## src/rls_ram.sv

```systemverilog
// Generic single-write, single-read RAM with registered read data.
module rls_ram #(
    parameter int WIDTH = 32,
    parameter int DEPTH = 64
) (
    input  logic                     i_clk,
    input  logic                     i_we,
    input  logic [$clog2(DEPTH)-1:0] i_waddr,
    input  logic [WIDTH-1:0]         i_wdata,
    input  logic [$clog2(DEPTH)-1:0] i_raddr,
    output logic [WIDTH-1:0]         o_rdata
);

    logic [WIDTH-1:0] r_mem [DEPTH];
    logic [WIDTH-1:0] r_rdata;

    always_ff @(posedge i_clk) begin
        if (i_we) begin
            r_mem[i_waddr] <= i_wdata;
        end
        r_rdata <= r_mem[i_raddr];
    end

    assign o_rdata = r_rdata;

endmodule

```

## config.mk

```make
export PLATFORM = sky130hd
export DESIGN_NAME = rls_ram
export DESIGN_NICKNAME = d
export VERILOG_FILES = /design/src/rls_ram.sv
export SDC_FILE = /design/constraint.sdc
export NUM_CORES = 2
export LEC_CHECK = 0
export BUFFER_PORTS_ARGS = -buffer_cell sky130_fd_sc_hd__buf_2
export CAP_MARGIN = 20
export CORE_MARGIN = 1
export CORE_UTILIZATION = 35
export DETAILED_ROUTE_END_ITERATION = 8
export SYNTH_ARGS = -nofsm -noshare
export SYNTH_HDL_FRONTEND = slang
export SYNTH_SLANG_ARGS = --single-unit
export TNS_END_PERCENT = 100
```

## constraint.sdc

```tcl
create_clock -name i_clk -period 6.7 [get_ports i_clk]
set_input_delay 1.005 -clock i_clk [delete_from_list [all_inputs] [get_ports i_clk]]
set_output_delay 1.005 -clock i_clk [all_outputs]
set_load 0.02 [all_outputs]
```

Word level (Yosys, flattened, before mapping)

Memories as Yosys holds them, arrays and structs flattened. A register that Yosys moved wholly into a read port is not among the register bits.
Index checks and enable logic that the tools add are counted.
Widths: inputs -> output; s select.

Output and inout port bits: 32
Bits of input ports: 46
Bits in registers: 0
Memories: 1
Bits in writable memories: 2,048
Word-level logic and storage cells: 3

Memory list:

| name  | depth | bits a word | read ports | clocked after Yosys merged registers in | wr ports | line | source |
|---|---|---|---|---|---|---|---|
| r_mem | 64    | 32          | 1          | 1                                       | 1        | 14   | `logic [WIDTH-1:0] r_mem [DEPTH];` |

Mux-type cells: 2

Operator list:

| cell   | number |
|---|---|
| $mux 1 | 2 |

Logic depth before layout (Yosys ltp)

Depth after elaboration: 2
Mapped depth: 10
Mapped depth without buffers: 5

Least setup slack after synthesis

No wires, ideal clock.

Path kind: input-to-reg
From: in i_waddr[3]
To: mem r_mem[48][0], enable pin
Setup slack: 2.535 ns
Stages on the path: 4
Library setup time: 0.461 ns
Data required time: 6.239 ns
Arrival: 3.704 ns
Cell sequence: clkbuf_1 > nor2b_1 > nand4b_1 > nor3_1

RTL lines:

| item            | line | source |
|---|---|---|
| start, declared | 8    | `input logic [$clog2(DEPTH)-1:0] i_waddr,` |
| end, declared   | 14   |  |

Straight into the memory's write port.

==> results.sh <==
export IMPL_die_h_um=476
export IMPL_ant_nets=0
export IMPL_detail_route_wl_per_cell_um=31.0
export IMPL_io_buffers=77
export IMPL_crit_path_max_fanout=72
export IMPL_syn_cell_area_mm2=0.0785
export IMPL_syn2layout_area_growth_pct=15.1
export IMPL_clock_sinks=2080
export IMPL_async_reset_ff_frac=0
export IMPL_setup_viol=0
export IMPL_vias=37100
export IMPL_synth_top_area_frac=0.783
export IMPL_grt_pass1_wl_um=293000
export IMPL_cts_htree_levels=4
export IMPL_postCtsSetupRepairBufs=0
export IMPL_clk_pin_slew_ns=0.06
export IMPL_synth_fp_nets=3370
export IMPL_cts_resized=0
export IMPL_io_pins=78
export IMPL_cts_made_buffers=204
export IMPL_root_buffer="clkbuf_16"
export IMPL_via_per_inst=5.52
export IMPL_vdd_drop_max_mv=0.313
export IMPL_place_congestion=0.764
export IMPL_firstDrtPassIters=5
export IMPL_final_hold_viol_count=0
export IMPL_grt_overflow_total=0
export IMPL_end_kind="flop"
export IMPL_cts_tree="done"
export IMPL_placed_cell_area_mm2=0.0834
export IMPL_cellLeakagePower_nw=27.8
export IMPL_run_status="finished clean"
export IMPL_tns_ns=0
export IMPL_final_area_mm2=0.0904
export IMPL_wl_um=209000
export IMPL_drtIter0Drc=4490
export IMPL_clk_path_buf_depth=3
export IMPL_antenna_found_initial=22
export IMPL_grt_usage=0.185
export IMPL_synth_area_leaders="edfxtp_1 (78%), mux4_2 (16%), mux2i_1 (1.2%), dfxtp_1 (0.82%), o22ai_1 (0.67%)"
export IMPL_yosysMostFrequentCell="edfxtp_1"
export IMPL_period_needed_ns=3.74
export IMPL_timing_fmax_mhz=268
export IMPL_synth_edff_count=2048
export IMPL_cp_required_ns=7.36
export IMPL_clock_latency_ns=0.85
export IMPL_seq_area_frac_synth=0.791
export IMPL_drive_above_1_share=0.301
export IMPL_yosys_area_top_type="edfxtp_1"
export IMPL_max_slew_margin=0.239
export IMPL_post_route_drc_count=0
export IMPL_power_density_mw_per_mm2=302
export IMPL_coreArea_mm2=0.223
export IMPL_fin_worst_skew_ns=0.0506
export IMPL_min_path_type="input port to flop"
export IMPL_synth_top_cells_by_count="edfxtp_1 (2,048), mux4_2 (544), nor2_1 (137)"
export IMPL_die_area_mm2=0.226
export IMPL_period_share=0.558
export IMPL_tightest_slew_ns=1.14
export IMPL_cp_data_arrival_time_ns=4.40
export IMPL_synth_distinct_cells=34
export IMPL_postSynthAreaPerCell_um2=23.6
export IMPL_dp_hpwl_um=117000
export IMPL_crit_type="input port to flop"
export IMPL_grt_start_max_net_pins=94
export IMPL_grt_pass1_vias=37300
export IMPL_finalNetCount=3617
export IMPL_start_util=0.353
export IMPL_final_max_slew_viol_count=0
export IMPL_syn_inst=3324
export IMPL_die_width_um=476
export IMPL_rows=173
export IMPL_rsz0062_at_grt="false"
export IMPL_worstSetupStartpointType="input port"
export IMPL_maxCapViolCount=0
export IMPL_synthFlopType="edfxtp_1"
export IMPL_yosys_warnings=0
export IMPL_synth_seq_cells=2080
export IMPL_hold_buffers=0
critical path: stages:
cell and delay, ns:
buf_8 0.68, buf_4 0.62, mux4_2 0.61, mux4_2 0.52
o22ai_1 0.57, nor2_1 0.26
power by group:
part	switching (W)	internal, W
Combinational	0.000857	0.000494
Sequential	0.0000724	0.0144
Clock	0.00497	0.00647
cell usage in the layout, fill, tap and decap left out, types with 4 or more instances in the layout:
cell type   count
nand2_1        26
a21oi_1        62
clkinv_1       47
a311oi_1        8
nor3_1          5
nand2b_1        7
and3_1          4
nor2b_1        15
buf_2          73
buf_12         27
o22ai_1        84
o221ai_1       27
edfxtp_1     2048
clkbuf_8        5
clkinv_8        4
clkbuf_1       40
buf_4         117
a22oi_1        12
clkinv_16       5
clkinv_2       36
clkbuf_16     205
inv_6           5
dfxtp_1        32
a41o_1          4
nor2_1         75
clkinvlp_4      7
bufinv_16      20
nor2_4         62
mux2i_1        93
nand3_1         5
mux4_2        544
nand3b_1        5
diode_2         9
o32ai_1         4
layer usage:
layer	vias to the layer above	global-route usage	wire (um)
met5	-	0	13
met4	2	0.0520	5230
met3	281	0.0343	17300
met2	1778	0.297	101000
met1	20300	0.257	84900
li1	14800	-	-
layout make-up:
class                   count  area (um2)
fillers                 19300      132000
flip-flops and latches   2080       62100
multi-input cells        1062       16000
clock buffers             250        5350
well taps                2975        3720
repair buffers            223        1880
clock inverters           128        1330
diodes                      9        22.5
state kept, by name, indices dropped and copies added (netlist names):
register  cells
r_mem      2048
o_rdata      32
final timing paths:
| check | from | endpoint | slack [ns] | cells past startpoint |
|---|---|---|---|---|
| min reg2reg | r_mem[13][20] | o_rdata[20] | 0.77 | 4 |
| min | i_wdata[2] | r_mem[2][2] | 0.47 | 1 |
| max | i_raddr[0] | o_rdata[22] | 2.96 | 6 |
| max reg2reg | r_mem[15][9] | o_rdata[9] | 4.31 | 4 |
kinds of logic (layout without fill, tap and decap cells):
family / Yosys count / in the layout / synth area share
buf+inv: 182 / 601 / 0.0113
compound gates: 202 / 202 / 0.0167
other cells: 0 / 9 / 0
simple gates: 223 / 223 / 0.0127
mux: 637 / 637 / 0.168
flops: 2080 / 2080 / 0.791
through the flow:
step,worst slack (ns),utilization,cells,power (W),hold WS (ns)
detailed placement,1.88,0.375,6324,0.0161,0.743
global route,2.80,0.406,6718,0.0280,0.434
finish,2.96,0.406,6727,0.0273,0.470
global placement,1.84,0.375,6322,0.0161,0.759
CTS,2.79,0.405,6702,0.0275,0.606
floorplan,2.54,-,3324,0.0154,0.663
(Power assumes the default switching activity.)
